File: src/sv/lob_pkg.sv
`timescale 1ns / 1ps
// ----------------------------------------------------------------------------
// lob_pkg: shared types and codes for the limit order book matcher
// Result kinds, controller states and the command/status structs.
// ----------------------------------------------------------------------------
package lob_pkg;

  localparam int unsigned BookDepthDefault = 32;

  localparam int unsigned IdW    = 32;
  localparam int unsigned PriceW = 20;
  localparam int unsigned QtyW   = 24;
  localparam int unsigned KindW  = 3;

  localparam logic [KindW-1:0] KIND_TRADE     = 3'd0;
  localparam logic [KindW-1:0] KIND_RESTED    = 3'd1;
  localparam logic [KindW-1:0] KIND_FILLED    = 3'd2;
  localparam logic [KindW-1:0] KIND_CANCELLED = 3'd3;
  localparam logic [KindW-1:0] KIND_NOTFOUND  = 3'd4;
  localparam logic [KindW-1:0] KIND_REJECTED  = 3'd5;

  localparam logic MODE_ADD    = 1'b0;
  localparam logic MODE_CANCEL = 1'b1;

  typedef enum logic [2:0] {
    ST_IDLE,
    ST_DECIDE,
    ST_TRADE,
    ST_CANCEL,
    ST_STATUS,
    ST_OUT
  } state_t;

  // controller to datapath
  typedef struct packed {
    logic load;        // capture the request beat
    logic fill;        // execute one fill at the head of the opposite book
    logic do_cancel;   // remove the first matching entry of each book
    logic do_status;   // resolve the final status item (fill, rest or reject)
    logic out_load;    // result register takes the pending item
  } cmd_t;

  // datapath to controller
  typedef struct packed {
    logic is_cancel;
    logic can_fill;    // remainder nonzero and opposite head crosses
    logic last_item;   // pending item is the final one
    logic any_hit;     // some resting entry still carries the request id
  } status_t;

endpackage

File: src/sv/lob_ctrl.sv
`timescale 1ns / 1ps
// ----------------------------------------------------------------------------
// lob_ctrl: request sequencer
// Steps through fills, cancel and the status item, one result beat at a time.
// ----------------------------------------------------------------------------
module lob_ctrl (
  input  logic              clk,
  input  logic              rst,
  input  logic              in_valid,
  output logic              in_ready,
  output logic              out_valid,
  input  logic              out_ready,
  input  lob_pkg::status_t  sts,
  output lob_pkg::cmd_t     cmd
);

  lob_pkg::state_t state, state_next;
  logic            ovalid, ovalid_next;
  logic            slot_free;

  assign slot_free = !ovalid || out_ready;
  assign out_valid = ovalid;

  // next state
  always_comb begin
    state_next  = state;
    ovalid_next = ovalid && !out_ready;
    unique case (state)
      lob_pkg::ST_IDLE: begin
        if (in_valid) state_next = lob_pkg::ST_DECIDE;
      end
      lob_pkg::ST_DECIDE: begin
        priority if (sts.is_cancel) begin
          state_next = lob_pkg::ST_CANCEL;
        end else if (sts.can_fill) begin
          state_next = lob_pkg::ST_TRADE;
        end else begin
          state_next = lob_pkg::ST_STATUS;
        end
      end
      // one matching entry per book leaves each cycle until none is left
      lob_pkg::ST_CANCEL: begin
        state_next = sts.any_hit ? lob_pkg::ST_CANCEL : lob_pkg::ST_OUT;
      end
      lob_pkg::ST_TRADE,
      lob_pkg::ST_STATUS: state_next = lob_pkg::ST_OUT;
      lob_pkg::ST_OUT: begin
        if (slot_free) begin
          ovalid_next = 1'b1;
          state_next  = sts.last_item ? lob_pkg::ST_IDLE : lob_pkg::ST_DECIDE;
        end
      end
      default: state_next = lob_pkg::ST_IDLE;
    endcase
  end

  // outputs
  always_comb begin
    cmd       = '0;
    in_ready  = 1'b0;
    unique case (state)
      lob_pkg::ST_IDLE: begin
        in_ready = 1'b1;
        cmd.load = in_valid;
      end
      lob_pkg::ST_TRADE:  cmd.fill      = 1'b1;
      lob_pkg::ST_CANCEL: cmd.do_cancel = 1'b1;
      lob_pkg::ST_STATUS: cmd.do_status = 1'b1;
      lob_pkg::ST_OUT:    cmd.out_load  = slot_free;
      default: ;
    endcase
  end

  always_ff @(posedge clk) begin
    if (rst) begin
      state  <= lob_pkg::ST_IDLE;
      ovalid <= 1'b0;
    end else begin
      state  <= state_next;
      ovalid <= ovalid_next;
    end
  end

endmodule

File: config.mk
export PLATFORM = sky130hd
export DESIGN_NAME = lob_ctrl
export DESIGN_NICKNAME = d
export VERILOG_FILES = /design/src/sv/lob_pkg.sv /design/src/sv/lob_ctrl.sv
export SDC_FILE = /design/constraint.sdc
export NUM_CORES = 1
export LEC_CHECK = 0
export ABC_AREA = 0
export BUFFER_PORTS_ARGS = -buffer_cell sky130_fd_sc_hd__buf_2
export CAP_MARGIN = 5
export CELL_PAD_IN_SITES_DETAIL_PLACEMENT = 2
export CELL_PAD_IN_SITES_GLOBAL_PLACEMENT = 2
export CORE_AREA = 5 5 42 44
export CTS_BUF_LIST = sky130_fd_sc_hd__clkbuf_4 sky130_fd_sc_hd__clkbuf_8 sky130_fd_sc_hd__clkbuf_16
export CTS_CLUSTER_SIZE = 24
export DETAILED_ROUTE_END_ITERATION = 6
export DIE_AREA = 0 0 47 49
export HOLD_SLACK_MARGIN = 0.15
export PLACE_DENSITY = 0.7
export SLEW_MARGIN = 15
export SYNTH_ARGS = -nofsm -noshare
export SYNTH_HDL_FRONTEND = slang
export SYNTH_SLANG_ARGS = --single-unit
File: constraint.sdc
create_clock -name clk -period 1.8 [get_ports clk]
set_clock_uncertainty 0.2 [all_clocks]
set_input_delay 0.54 -clock clk [delete_from_list [all_inputs] [get_ports clk]]
set_output_delay 0.54 -clock clk [all_outputs]
set_load 0.02 [all_outputs]
==> reports/qor.tcl, run 1 <==
set qor(status) {complete, no violations}
set qor(worst-setup-path-type) {flip-flop to output port}
set qor(die_width_um) 47
set qor(timing.slew.headroom) 0.799
set qor(gp_routability_congestion) 0.693
set qor(worst-endpoint-required_ns) 1.06
set qor(layout-drive-gt1-share) 0.688
set qor(dp.final_hpwl_um) 712
set qor(layout.core_utilization) 0.314
set qor(syn_area_um2) 289
set qor(layout_setup_ws_ns) 0.00996
set qor(holdCritStartpoint) {state[2]$_SDFFE_PP0P_}
set qor(max_freq_mhz) 559
set qor(drv_slew) 0
set qor(globalRoute.totalOverflow) 0
set qor(antenna_cells_inserted) 0
set qor(all_layer_gr_usage) 0.0803
set qor(cp-start-kind) {flip-flop}
set qor(cts_tree) {yes}
set qor(critPathMaxFanout) 7
set qor(hp-class) {flip-flop to flip-flop}
set qor(post_drt_wl_per_cell_um) 13.5
set qor(rows) 14
set qor(setup.worst_path.start) {state[1]$_SDFFE_PP0P_}
set qor(grt_setup_unrepaired) {yes}
set qor(place.port_buffers) 14
set qor(drt_first_iter_violations) 0
set qor(yosys_warn_count) 0
set qor(detail_route.vias_per_cell) 4.55
set qor(grt_pass1_vias) 302
set qor(post_synth_num_cell_types) 21
set qor(worstMarginPinSlew_ns) 0.300
set qor(h-tree-depth) 1
set qor(floorplan.initialDensity) 0.206
set qor(pwr_density_cell_nw_per_um2) 815
set qor(finalCriticalPeriod_ns) 1.79
set qor(drt-total-wl_um) 867
set qor(number_of_nets_produced_by_synthesis) 37
set qor(postSynthAreaPerCell_um2) 9.97
set qor(vdd_ir_drop_max_v) 0.000347
set qor(grt_antenna_before_repair) 0
set qor(pre_cts_ws_ns) 0.0270
set qor(layout.nets) 58
set qor(arrival_ns) 1.05
set qor(power.static_leakage_nw) 0.203
set qor(grt_max_degree) 10
set qor(hold_buffers) 0
set qor(wire_length_of_the_first_global_routing_pass_um) 1300
set qor(dieArea_um2) 2300
set qor(drt_first_pass_iters) 1
set qor(area_growth_syn_to_layout_pct) 52.4
set qor(finalSetupViolCount) 0
set qor(clock_sink_count) 4
set qor(worst_setup_path_end_kind) {output port}
set qor(regToRegStartpoint) {state[0]$_SDFFE_PP0P_}
set qor(cts-buffers-inserted) 3
set qor(ys_ff_latch) 4
set qor(path_cells) {nor3_4 -> and2_4 -> buf_6}
set qor(worstSkewPairLatency_ns) 0.24
set qor(most_common_library_cell_in_the_layout_ignoring_fill_and_taps) {sky130_fd_sc_hd__buf_2}
set qor(critical-path-max-stage-delay_ns) 0.36
set qor(cp_slowest_cell) {sky130_fd_sc_hd__dfxtp_4}
set qor(synthCells) 29
set qor(synth_sequential_area_ratio) 0.277
set qor(period_utilisation_layout) 0.994
set qor(via_count) 291
set qor(cts_root_buffer) {sky130_fd_sc_hd__clkbuf_4}
set qor(design.core.area_um2) 1400
set qor(clock_path_buffers) 2
set qor(path_clk_slew_ns) 0.04
set qor(fp.dieH_um) 49
set qor(maxCapViolations) 0
set qor(boundaryPins) 15
set qor(most-common-layout-cells) {12 x sky130_fd_sc_hd__buf_2, 6 x sky130_fd_sc_hd__buf_4, 3 x sky130_fd_sc_hd__a21oi_1, 3 x sky130_fd_sc_hd__clkbuf_4, 3 x sky130_fd_sc_hd__dfxtp_4}
set qor(finalHoldViolCount) 0
set qor(drt_drc_violations_left) 0
set qor(antenna_violating_nets_post_route) 0
Yosys cell counts:
cell / n / area share
sky130_fd_sc_hd__dfxtp_1: 4 / 0.28
sky130_fd_sc_hd__a21oi_1: 3 / 0.052
sky130_fd_sc_hd__buf_6: 2 / 0.078
sky130_fd_sc_hd__nor2b_1: 2 / 0.043
sky130_fd_sc_hd__nor3b_1: 2 / 0.052
sky130_fd_sc_hd__a2111oi_2: 1 / 0.052
sky130_fd_sc_hd__a211oi_2: 1 / 0.043
sky130_fd_sc_hd__a22o_2: 1 / 0.035
sky130_fd_sc_hd__a31o_1: 1 / 0.030
sky130_fd_sc_hd__and2_1: 1 / 0.022
sky130_fd_sc_hd__and3b_2: 1 / 0.035
sky130_fd_sc_hd__and4bb_1: 1 / 0.043
sky130_fd_sc_hd__buf_2: 1 / 0.017
sky130_fd_sc_hd__nand2_1: 1 / 0.013
sky130_fd_sc_hd__nand2b_4: 1 / 0.048
sky130_fd_sc_hd__nand3b_1: 1 / 0.026
sky130_fd_sc_hd__nor2_1: 1 / 0.013
sky130_fd_sc_hd__nor3_2: 1 / 0.035
sky130_fd_sc_hd__nor3b_2: 1 / 0.043
sky130_fd_sc_hd__o21ai_1: 1 / 0.017
sky130_fd_sc_hd__o31ai_1: 1 / 0.026
cell type report:
| type | count | area (um2) |
|---|---|---|
| Fill cell | 182 | 961 |
| Multi-Input combinational cell | 22 | 190 |
| Timing Repair Buffer | 19 | 116 |
| Sequential cell | 4 | 91.3 |
| Clock buffer | 3 | 22.5 |
| Tap cell | 16 | 20.0 |
timing repair:
| item | 4_1_cts | 5_1_grt |
|---|---|---|
| pin swaps | 1 | 2 |
| setup buffers | 0 | 1 |
| resized for setup | 6 | 5 |
| setup endpoints to repair | 6 | 4 |
| endpoints found under the hold margin | 0 | 0 |
through the flow:
stage / std cells / hold slack [ns] / area, um2 / TNS [ns] / power (mW)
2_1_floorplan: 29 / 0.349 / 289 / -0.00765 / 0.195
3_3_place_gp: 60 / 0.372 / 382 / 0 / 0.226
3_5_place_dp: 60 / 0.425 / 382 / 0 / 0.232
4_1_cts: 63 / 0.309 / 415 / 0 / 0.351
5_1_grt: 64 / 0.318 / 440 / -0.0574 / 0.382
6_report: 64 / 0.304 / 440 / 0 / 0.359
metal layers:
| layer | wire, um | track usage | vias to the layer above |
|---|---|---|---|
| met5 | 0 | 0 | - |
| met4 | 0 | 0.0276 | 0 |
| met3 | 42 | 0.0332 | 0 |
| met2 | 455 | 0.136 | 7 |
| met1 | 368 | 0.0857 | 138 |
| li1 | - | - | 146 |
flip-flops by register name (all words and copies together), names as in the netlist:
name / cells
state: 3
out_valid: 1
logic make-up after synthesis:
family          count (synthesis)  share of synthesized area
simple gates                   13                      0.372
flops                           4                      0.277
buf+inv                         3                     0.0952
compound gates                  9                      0.255
worst paths after layout:
| path | endpoint | slack [ns] | cells after the start |
|---|---|---|---|
| worst max register to register | state[0]$_SDFFE_PP0P_ | 0.46 | 4 |
| worst min register to register | state[0]$_SDFFE_PP0P_ | 0.30 | 1 |
| worst max-delay path | cmd[4] | 0.01 | 3 |
| worst min-delay path | state[0]$_SDFFE_PP0P_ | 0.30 | 1 |
report_power, final:
part           internal [mW]  switching (mW)
registers             0.0998          0.0212
clock network         0.0745          0.0359
logic                 0.0687          0.0588
total                  0.243           0.116
critical path, delay by kind of cell (launching register included):
kind | cells | cell delay (ns)
simple gates | 2 | 0.35
buf+inv | 1 | 0.11
flops | 1 | 0.36
(Power assumes the default switching activity.)
==> inputs of run 2 (changes only) <==
--- a/config.mk
+++ b/config.mk
@@ -5,18 +5,18 @@
 export SDC_FILE = /design/constraint.sdc
 export NUM_CORES = 1
 export LEC_CHECK = 0
-export ABC_AREA = 0
 export BUFFER_PORTS_ARGS = -buffer_cell sky130_fd_sc_hd__buf_2
 export CAP_MARGIN = 5
 export CELL_PAD_IN_SITES_DETAIL_PLACEMENT = 2
 export CELL_PAD_IN_SITES_GLOBAL_PLACEMENT = 2
-export CORE_AREA = 5 5 42 44
+export CORE_MARGIN = 5
+export CORE_UTILIZATION = 22
 export CTS_BUF_LIST = sky130_fd_sc_hd__clkbuf_4 sky130_fd_sc_hd__clkbuf_8 sky130_fd_sc_hd__clkbuf_16
 export CTS_CLUSTER_SIZE = 24
 export DETAILED_ROUTE_END_ITERATION = 6
-export DIE_AREA = 0 0 47 49
 export HOLD_SLACK_MARGIN = 0.15
-export PLACE_DENSITY = 0.7
+export MAX_ROUTING_LAYER = met4
+export PLACE_DENSITY = 0.71
 export SLEW_MARGIN = 15
 export SYNTH_ARGS = -nofsm -noshare
 export SYNTH_HDL_FRONTEND = slang
==> constraint.sdc (replaced) <==
create_clock -name clk -period 2 [get_ports clk]
set_clock_uncertainty 0.2 [all_clocks]
set_input_delay 0.6 -clock clk [delete_from_list [all_inputs] [get_ports clk]]
set_output_delay 0.6 -clock clk [all_outputs]
set_load 0.02 [all_outputs]
==> run 2 against run 1 <==
- setup slack better by 0.078 ns
- cell count down 9.4%
- sequential share of layout area up 1.5 points
- via count down 1.4%
- non-clock buffer count down 5
- total power down 19%
- final area down 14%
- critical path depth up 1
- clock-buffer cell count unchanged
- critical endpoint is now cmd[0]
==> reports/qor.tcl, run 2 (synthesis gave the netlist of run 1 again) <==
set qor(status) {complete, no violations} ;# unchanged
set qor(wire_length_of_the_first_global_routing_pass_um) 1320 ;# was 1300 um
set qor(die_width_um) 46.2 ;# was 47 um
set qor(path_clk_slew_ns) 0.04 ;# about the same
set qor(met3_track_demand_over_resource) 0.0469 ;# was 0.0332
set qor(area.sequential_um2) 83.8 ;# was 91.3 um2
set qor(vdd_ir_drop_max_v) 0.000225 ;# was 0.000347 V
set qor(critPathMaxFanout) 4 ;# was 7
set qor(h-tree-depth) 1 ;# unchanged
set qor(fp.dieH_um) 46.2 ;# was 49 um
set qor(finalSetupViolCount) 0 ;# unchanged
set qor(area_growth_syn_to_layout_pct) 30.3 ;# was 52.4%
set qor(crit-reg2reg-capture) {state[0]$_SDFFE_PP0P_} ;# unchanged
set qor(biggest_register) {state} ;# unchanged
set qor(drt_first_iter_violations) 0 ;# unchanged
set qor(gp_routability_congestion) 0.711 ;# was 0.693
set qor(hold_buffers) 0 ;# unchanged
set qor(regToRegStartpoint) {state[0]$_SDFFE_PP0P_} ;# unchanged
set qor(all_layer_gr_usage) 0.0925 ;# was 0.0803
set qor(final_setup_tns_ns) 0 ;# unchanged
set qor(antenna_violating_nets_post_route) 0 ;# unchanged
set qor(timing.slew.headroom) 0.787 ;# was 0.799
set qor(ff2ff_setup_slack_ns) 0.70 ;# was 0.46 ns
set qor(worst-setup-path-type) {input pin to output port} ;# was flip-flop to output port
set qor(whs_endpoint) {out_valid$_SDFF_PP0_} ;# was state[0]$_SDFFE_PP0P_
set qor(setup.worst_path.start) {out_ready} ;# was state[1]$_SDFFE_PP0P_
set qor(most_common_library_cell_in_the_layout_ignoring_fill_and_taps) {sky130_fd_sc_hd__buf_2} ;# unchanged
set qor(critical-path-max-stage-delay_ns) 0.15 ;# was 0.36 ns
set qor(maxCapViolations) 0 ;# unchanged
set qor(post_drt_wl_per_cell_um) 13.4 ;# was 13.5 um
set qor(worst-endpoint-required_ns) 1.20 ;# was 1.06 ns
set qor(holdCritStartpoint) {out_valid$_SDFF_PP0_} ;# was state[2]$_SDFFE_PP0P_
set qor(cts_tree) {yes} ;# unchanged
set qor(clock_path_buffers) 2 ;# unchanged
set qor(filler_cell_count) 150 ;# was 182
set qor(worstSkewPairLatency_ns) 0.23 ;# was 0.24 ns
set qor(grt_pass1_vias) 310 ;# was 302
set qor(worstMarginPinSlew_ns) 0.318 ;# was 0.300 ns
set qor(via_count) 287 ;# was 291
set qor(grt_max_degree) 13 ;# was 10
set qor(critical-path-top-delay-family) {simple AND/OR/NAND/NOR gates} ;# was flip-flops
set qor(reg2regPathDepth) 3 ;# was 4
set qor(power.static_leakage_nw) 0.171 ;# was 0.203 nW
set qor(grt_antenna_before_repair) 0 ;# unchanged
set qor(crit_path_frequent_cell) {sky130_fd_sc_hd__buf_2}
set qor(post-layout-total-power_mw) 0.292 ;# was 0.359 mW
set qor(boundaryPins) 15 ;# unchanged
set qor(globalRoute.totalOverflow) 0 ;# unchanged
set qor(rows) 13 ;# was 14
set qor(grt-busiest-layer) {met2} ;# unchanged
set qor(period_utilisation_layout) 0.956
set qor(drt-total-wl_um) 779 ;# was 867 um
set qor(global_route.usage.met1) 0.0940 ;# was 0.0857
set qor(antenna_cells_inserted) 0 ;# unchanged
set qor(drt_first_pass_iters) 1 ;# unchanged
set qor(use_met2) 0.143 ;# was 0.136
set qor(worst_setup_path_end_kind) {output port} ;# unchanged
set qor(path_cells) {buf_2 -> nand2b_4 -> nor2b_1 -> buf_2} ;# was nor3_4 -> and2_4 -> buf_6
set qor(finalHoldViolCount) 0 ;# unchanged
set qor(timing.hold.worst_path_depth) 2 ;# was 1
set qor(detail_route.vias_per_cell) 4.95 ;# was 4.55
set qor(arrival_ns) 1.11 ;# was 1.05 ns
set qor(layout.core_utilization) 0.297 ;# was 0.314
set qor(clock_sink_count) 4 ;# unchanged
set qor(pwr_density_cell_nw_per_um2) 776 ;# was 815 nW/um2
set qor(most-common-layout-cells) {14 x sky130_fd_sc_hd__buf_2, 3 x sky130_fd_sc_hd__a21oi_1, 3 x sky130_fd_sc_hd__clkbuf_4, 3 x sky130_fd_sc_hd__dfxtp_2} ;# was 12 x sky130_fd_sc_hd__buf_2, 6 x sky130_fd_sc_hd__buf_4, 3 x sky130_fd_sc_hd__a21oi_1, 3 x sky130_fd_sc_hd__clkbuf_4, 3 x sky130_fd_sc_hd__dfxtp_4
set qor(area_occupied_by_multi_input_gates_um2) 181 ;# was 190 um2
set qor(floorplan.initialDensity) 0.228 ;# was 0.206
set qor(dieArea_um2) 2140 ;# was 2300 um2
set qor(place.port_buffers) 14 ;# unchanged
set qor(dp.final_hpwl_um) 631 ;# was 712 um
set qor(layout-drive-gt1-share) 0.628 ;# was 0.688
set qor(drv_slew) 0 ;# unchanged
set qor(max_freq_mhz) 523
set qor(grt_setup_unrepaired) {no} ;# was yes
set qor(hp-class) {flip-flop to flip-flop} ;# unchanged
set qor(cp-start-kind) {input pin} ;# was flip-flop
set qor(drt_drc_violations_left) 0 ;# unchanged
set qor(layout.nets) 53 ;# was 58
set qor(cts_root_buffer) {sky130_fd_sc_hd__clkbuf_4} ;# unchanged
set qor(finalCriticalPeriod_ns) 1.91
set qor(largest_register_ff_count) 3 ;# unchanged
set qor(cts-buffers-inserted) 3 ;# unchanged
set qor(cp_slowest_cell) {sky130_fd_sc_hd__buf_2} ;# was sky130_fd_sc_hd__dfxtp_4
set qor(worst-path-buf-inv) 2 ;# was 1
set qor(design.core.area_um2) 1270 ;# was 1400 um2
run 2: worst max path at each step:
| stage | endpoint | slack, ns | cells after the start |
|---|---|---|---|
| after floorplan | cmd[4] | 0.13 | 3 |
| after global placement | cmd[0] | 0.09 | 4 |
| after detailed placement | cmd[0] | 0.08 | 4 |
| after CTS | cmd[0] | 0.08 | 4 |
| after global routing | cmd[0] | 0.006 | 3 |
| final | cmd[0] | 0.09 | 4 |
run 2: metal layers:
| layer | share of wire | up-vias |
|---|---|---|
| li1 | - | 140 |
| met1 | 0.41 | 134 |
| met2 | 0.47 | 11 |
| met3 | 0.11 | 2 |
| met4 | 0.0064 | 0 |
| met5 | 0 | - |
run 2: what timing repair did:
item | CTS | global route
hold endpoints to repair | 0 | 0
resized for setup | 3 | 0
endpoints found under the setup margin | 5 | 0
setup buffers | 0 | 0
run 2: per-stage QoR:
stage | setup WS [ns] | std cells | instance area, um2 | hold WS, ns
final | 0.0875 | 58 | 377 | 0.318
after global placement | 0.0862 | 55 | 350 | 0.306
after floorplan | 0.132 | 29 | 289 | 0.349
after CTS | 0.0773 | 58 | 377 | 0.324
after detailed placement | 0.0786 | 55 | 350 | 0.319
after global routing | 0.00628 | 58 | 377 | 0.356
run 2: where the power goes:
part	switching (mW)	internal [mW]	total (mW)
Sequential	0.0226	0.0899	0.113
Clock	0.0303	0.0669	0.0972
Combinational	0.0408	0.0417	0.0825
Total	0.0937	0.199	0.292
run 2: worst reg2reg max path: cells and delay by family (launching register included):
family / cells / cell delay (ns)
compound gates: 2 / 0.45
simple gates: 1 / 0.09
flops: 1 / 0.43
run 2: layout make-up:
type	count	share of cell area
Clock buffer	3	0.0598
Timing Repair Buffer	14	0.186
Tap cell	15	0.0498
Multi-Input combinational cell	22	0.482
Sequential cell	4	0.223
==> inputs of run 3 (changes only) <==
--- a/config.mk
+++ b/config.mk
@@ -9,14 +9,13 @@
 export CAP_MARGIN = 5
 export CELL_PAD_IN_SITES_DETAIL_PLACEMENT = 2
 export CELL_PAD_IN_SITES_GLOBAL_PLACEMENT = 2
-export CORE_MARGIN = 5
-export CORE_UTILIZATION = 22
+export CORE_AREA = 5 5 42 44
 export CTS_BUF_LIST = sky130_fd_sc_hd__clkbuf_4 sky130_fd_sc_hd__clkbuf_8 sky130_fd_sc_hd__clkbuf_16
 export CTS_CLUSTER_SIZE = 24
 export DETAILED_ROUTE_END_ITERATION = 6
+export DIE_AREA = 0 0 47 49
 export HOLD_SLACK_MARGIN = 0.15
-export MAX_ROUTING_LAYER = met4
-export PLACE_DENSITY = 0.71
+export PLACE_DENSITY = 0.7
 export SLEW_MARGIN = 15
 export SYNTH_ARGS = -nofsm -noshare
 export SYNTH_HDL_FRONTEND = slang
==> constraint.sdc (replaced) <==
create_clock -name clk -period 2.2 [get_ports clk]
set_clock_uncertainty 0.2 [all_clocks]
set_input_delay 0.66 -clock clk [delete_from_list [all_inputs] [get_ports clk]]
set_output_delay 0.66 -clock clk [all_outputs]
set_load 0.02 [all_outputs]
==> run 3 against run 2 <==
- total power fell by 8.6%
- register-to-register slack improved by 0.08 ns
- first-iteration DRC count rose by 2
- global-route usage is 1.5 points lower
- non-clock buffer count is the same
- hold slack lost 0.00058 ns
- highest routed layer is now met3
==> reports/qor.tcl, run 3 (synthesis gave the netlist of run 1 again) <==
set qor(worst_hold_slack_ns) 0.318 ;# about the same
set qor(detailroute.wirelength.met3_um) 24 ;# was 83 um
set qor(via_count) 282 ;# was 287
set qor(critical-path-max-stage-delay_ns) 0.56 ;# was 0.15 ns
set qor(drt-total-wl_um) 739 ;# was 779 um
set qor(path_cells) {nand3b_1 -> nor2b_1 -> buf_2} ;# was buf_2 -> nand2b_4 -> nor2b_1 -> buf_2
set qor(numPlacedInstances) 56 ;# was 55
set qor(dieArea_um2) 2300 ;# was 2140 um2
set qor(status) {complete, no violations} ;# unchanged
set qor(finalCriticalPeriod_ns) 2.10
set qor(hp-class) {flip-flop to flip-flop} ;# unchanged
set qor(post_drt_wl_per_cell_um) 12.5 ;# was 13.4 um
set qor(detail_route.vias_per_cell) 4.78 ;# was 4.95
set qor(arrival_ns) 1.24 ;# was 1.11 ns
set qor(post_cts.resized_instances) 0 ;# was 3
set qor(design.core.area_um2) 1400 ;# was 1270 um2
set qor(worst-endpoint-required_ns) 1.34 ;# was 1.20 ns
set qor(fp.dieH_um) 49 ;# was 46.2 um
set qor(cts_root_buffer) {sky130_fd_sc_hd__clkbuf_4} ;# unchanged
set qor(clock_path_buffers) 2 ;# unchanged
set qor(rows) 14 ;# was 13
set qor(all_layer_gr_usage) 0.0774 ;# was 0.0925
set qor(maxCapViolations) 0 ;# unchanged
set qor(area_occupied_by_multi_input_gates_um2) 181 ;# unchanged
set qor(cts.repair_timing.setup_buffer_count) 0 ;# unchanged
set qor(die_width_um) 47 ;# was 46.2 um
set qor(grt_antenna_before_repair) 0 ;# unchanged
set qor(drt-met1-wl_um) 312 ;# was 321 um
set qor(drt_first_iter_violations) 2 ;# was 0
set qor(hold_buffers) 0 ;# unchanged
set qor(grt_setup_unrepaired) {no} ;# unchanged
set qor(vdd_ir_drop_max_v) 0.000209 ;# was 0.000225 V
set qor(worst_setup_path_end_kind) {output port} ;# unchanged
set qor(critPathMaxFanout) 11 ;# was 4
set qor(stdcell_count) 59 ;# was 58
set qor(worst-setup-path-type) {flip-flop to output port} ;# was input pin to output port
set qor(globalRoute.totalOverflow) 0 ;# unchanged
set qor(final_setup_tns_ns) 0 ;# unchanged
set qor(layout-drive-gt1-share) 0.558 ;# was 0.628
set qor(detailroute.wirelength.met2_um) 402 ;# was 369 um
set qor(biggest_register) {state} ;# unchanged
set qor(most_common_library_cell_in_the_layout_ignoring_fill_and_taps) {sky130_fd_sc_hd__buf_2} ;# unchanged
set qor(grt_pass1_vias) 292 ;# was 310
set qor(area.sequential_um2) 80.1 ;# was 83.8 um2
set qor(largest_register_ff_count) 3 ;# unchanged
set qor(antenna_cells_inserted) 0 ;# unchanged
set qor(cts-buffers-inserted) 3 ;# unchanged
set qor(drt_first_pass_iters) 4 ;# was 1
set qor(worstMarginPinSlew_ns) 0.425 ;# was 0.318 ns
set qor(top_layer_used) {met3} ;# was met4
set qor(power.static_leakage_nw) 0.170 ;# was 0.171 nW
set qor(area_growth_syn_to_layout_pct) 29.4 ;# was 30.3%
set qor(drt_drc_violations_left) 0 ;# unchanged
set qor(most-common-layout-cells) {14 x sky130_fd_sc_hd__buf_2, 4 x sky130_fd_sc_hd__dfxtp_1, 3 x sky130_fd_sc_hd__a21oi_1, 3 x sky130_fd_sc_hd__clkbuf_4} ;# was 14 x sky130_fd_sc_hd__buf_2, 3 x sky130_fd_sc_hd__a21oi_1, 3 x sky130_fd_sc_hd__clkbuf_4, 3 x sky130_fd_sc_hd__dfxtp_2
set qor(worstSkewPairLatency_ns) 0.24 ;# was 0.23 ns
set qor(place.port_buffers) 14 ;# unchanged
set qor(dp.final_hpwl_um) 545 ;# was 631 um
set qor(h-tree-depth) 1 ;# unchanged
set qor(path_clk_slew_ns) 0.04 ;# about the same
set qor(boundaryPins) 15 ;# unchanged
set qor(antenna_violating_nets_post_route) 0 ;# unchanged
set qor(floorplan.initialDensity) 0.206 ;# was 0.228
set qor(clock_sink_count) 4 ;# unchanged
set qor(grt_max_degree) 13 ;# unchanged
set qor(drv_slew) 0 ;# unchanged
set qor(finalHoldViolCount) 0 ;# unchanged
set qor(timing.slew.headroom) 0.716 ;# was 0.787
set qor(gp_routability_congestion) 0.650 ;# was 0.711
set qor(filler_cell_count) 177 ;# was 150
set qor(period_utilisation_layout) 0.952
set qor(finalSetupViolCount) 0 ;# unchanged
set qor(pwr_density_cell_nw_per_um2) 714 ;# was 776 nW/um2
set qor(layout.nets) 53 ;# unchanged
set qor(cts_tree) {yes} ;# unchanged
set qor(wire_length_of_the_first_global_routing_pass_um) 1210 ;# was 1320 um
set qor(cp-start-kind) {flip-flop} ;# was input pin
set qor(cp_slowest_cell) {sky130_fd_sc_hd__dfxtp_1} ;# was sky130_fd_sc_hd__buf_2
set qor(max_freq_mhz) 477
-- run 3: changes by cell type in the layout (fill, tap and decap cells not counted) --
cell,before,now
sky130_fd_sc_hd__dfxtp_2,3,0
sky130_fd_sc_hd__dfxtp_1,1,4
-- run 3: power by group --
| group | internal [mW] | leakage (nW) | switching (mW) |
|---|---|---|---|
| combinational | 0.0379 | 0.123 | 0.0359 |
| clock | 0.0611 | 0.0138 | 0.0309 |
| sequential | 0.0802 | 0.0328 | 0.0212 |
| total | 0.179 | 0.170 | 0.0880 |
-- run 3: final cells by class --
| class | instances | share of cell area |
|---|---|---|
| Tap cell | 16 | 0.0535 |
| Multi-Input combinational cell | 22 | 0.485 |
| Clock buffer | 3 | 0.0602 |
| Timing Repair Buffer | 14 | 0.187 |
| Sequential cell | 4 | 0.214 |
-- run 3: path summary, 6_finish.rpt --
kind	start	end	slack, ns	cells past startpoint
worst max register to register	state[0]$_SDFFE_PP0P_	state[0]$_SDFFE_PP0P_	0.78	3
worst max-delay path	state[2]$_SDFFE_PP0P_	cmd[0]	0.10	3
worst min-delay path	out_valid$_SDFF_PP0_	out_valid$_SDFF_PP0_	0.32	2
worst min register to register	out_valid$_SDFF_PP0_	out_valid$_SDFF_PP0_	0.32	2
-- run 3: critical path, delay by kind of cell (launching register included) --
kind | cells | cell delay, ns
buf+inv | 1 | 0.16
flops | 1 | 0.56
simple gates | 2 | 0.27
-- run 3: metrics by stage --
stage | cell area [um2] | utilization | worst slack (ns) | total power, mW
5_1_grt | 374 | 0.267 | 0.00537 | 0.283
2_1_floorplan | 289 | - | 0.231 | 0.159
6_report | 374 | 0.267 | 0.105 | 0.267
3_5_place_dp | 352 | 0.251 | 0.168 | 0.177
4_1_cts | 374 | 0.267 | 0.0887 | 0.274
3_3_place_gp | 352 | 0.251 | 0.176 | 0.176
-- run 3: layer usage --
layer / vias to the layer above / track usage
met4: 0 / 0.0691
met2: 7 / 0.120
met1: 138 / 0.0766
li1: 137 / -
met5: - / 0
met3: 0 / 0.0258
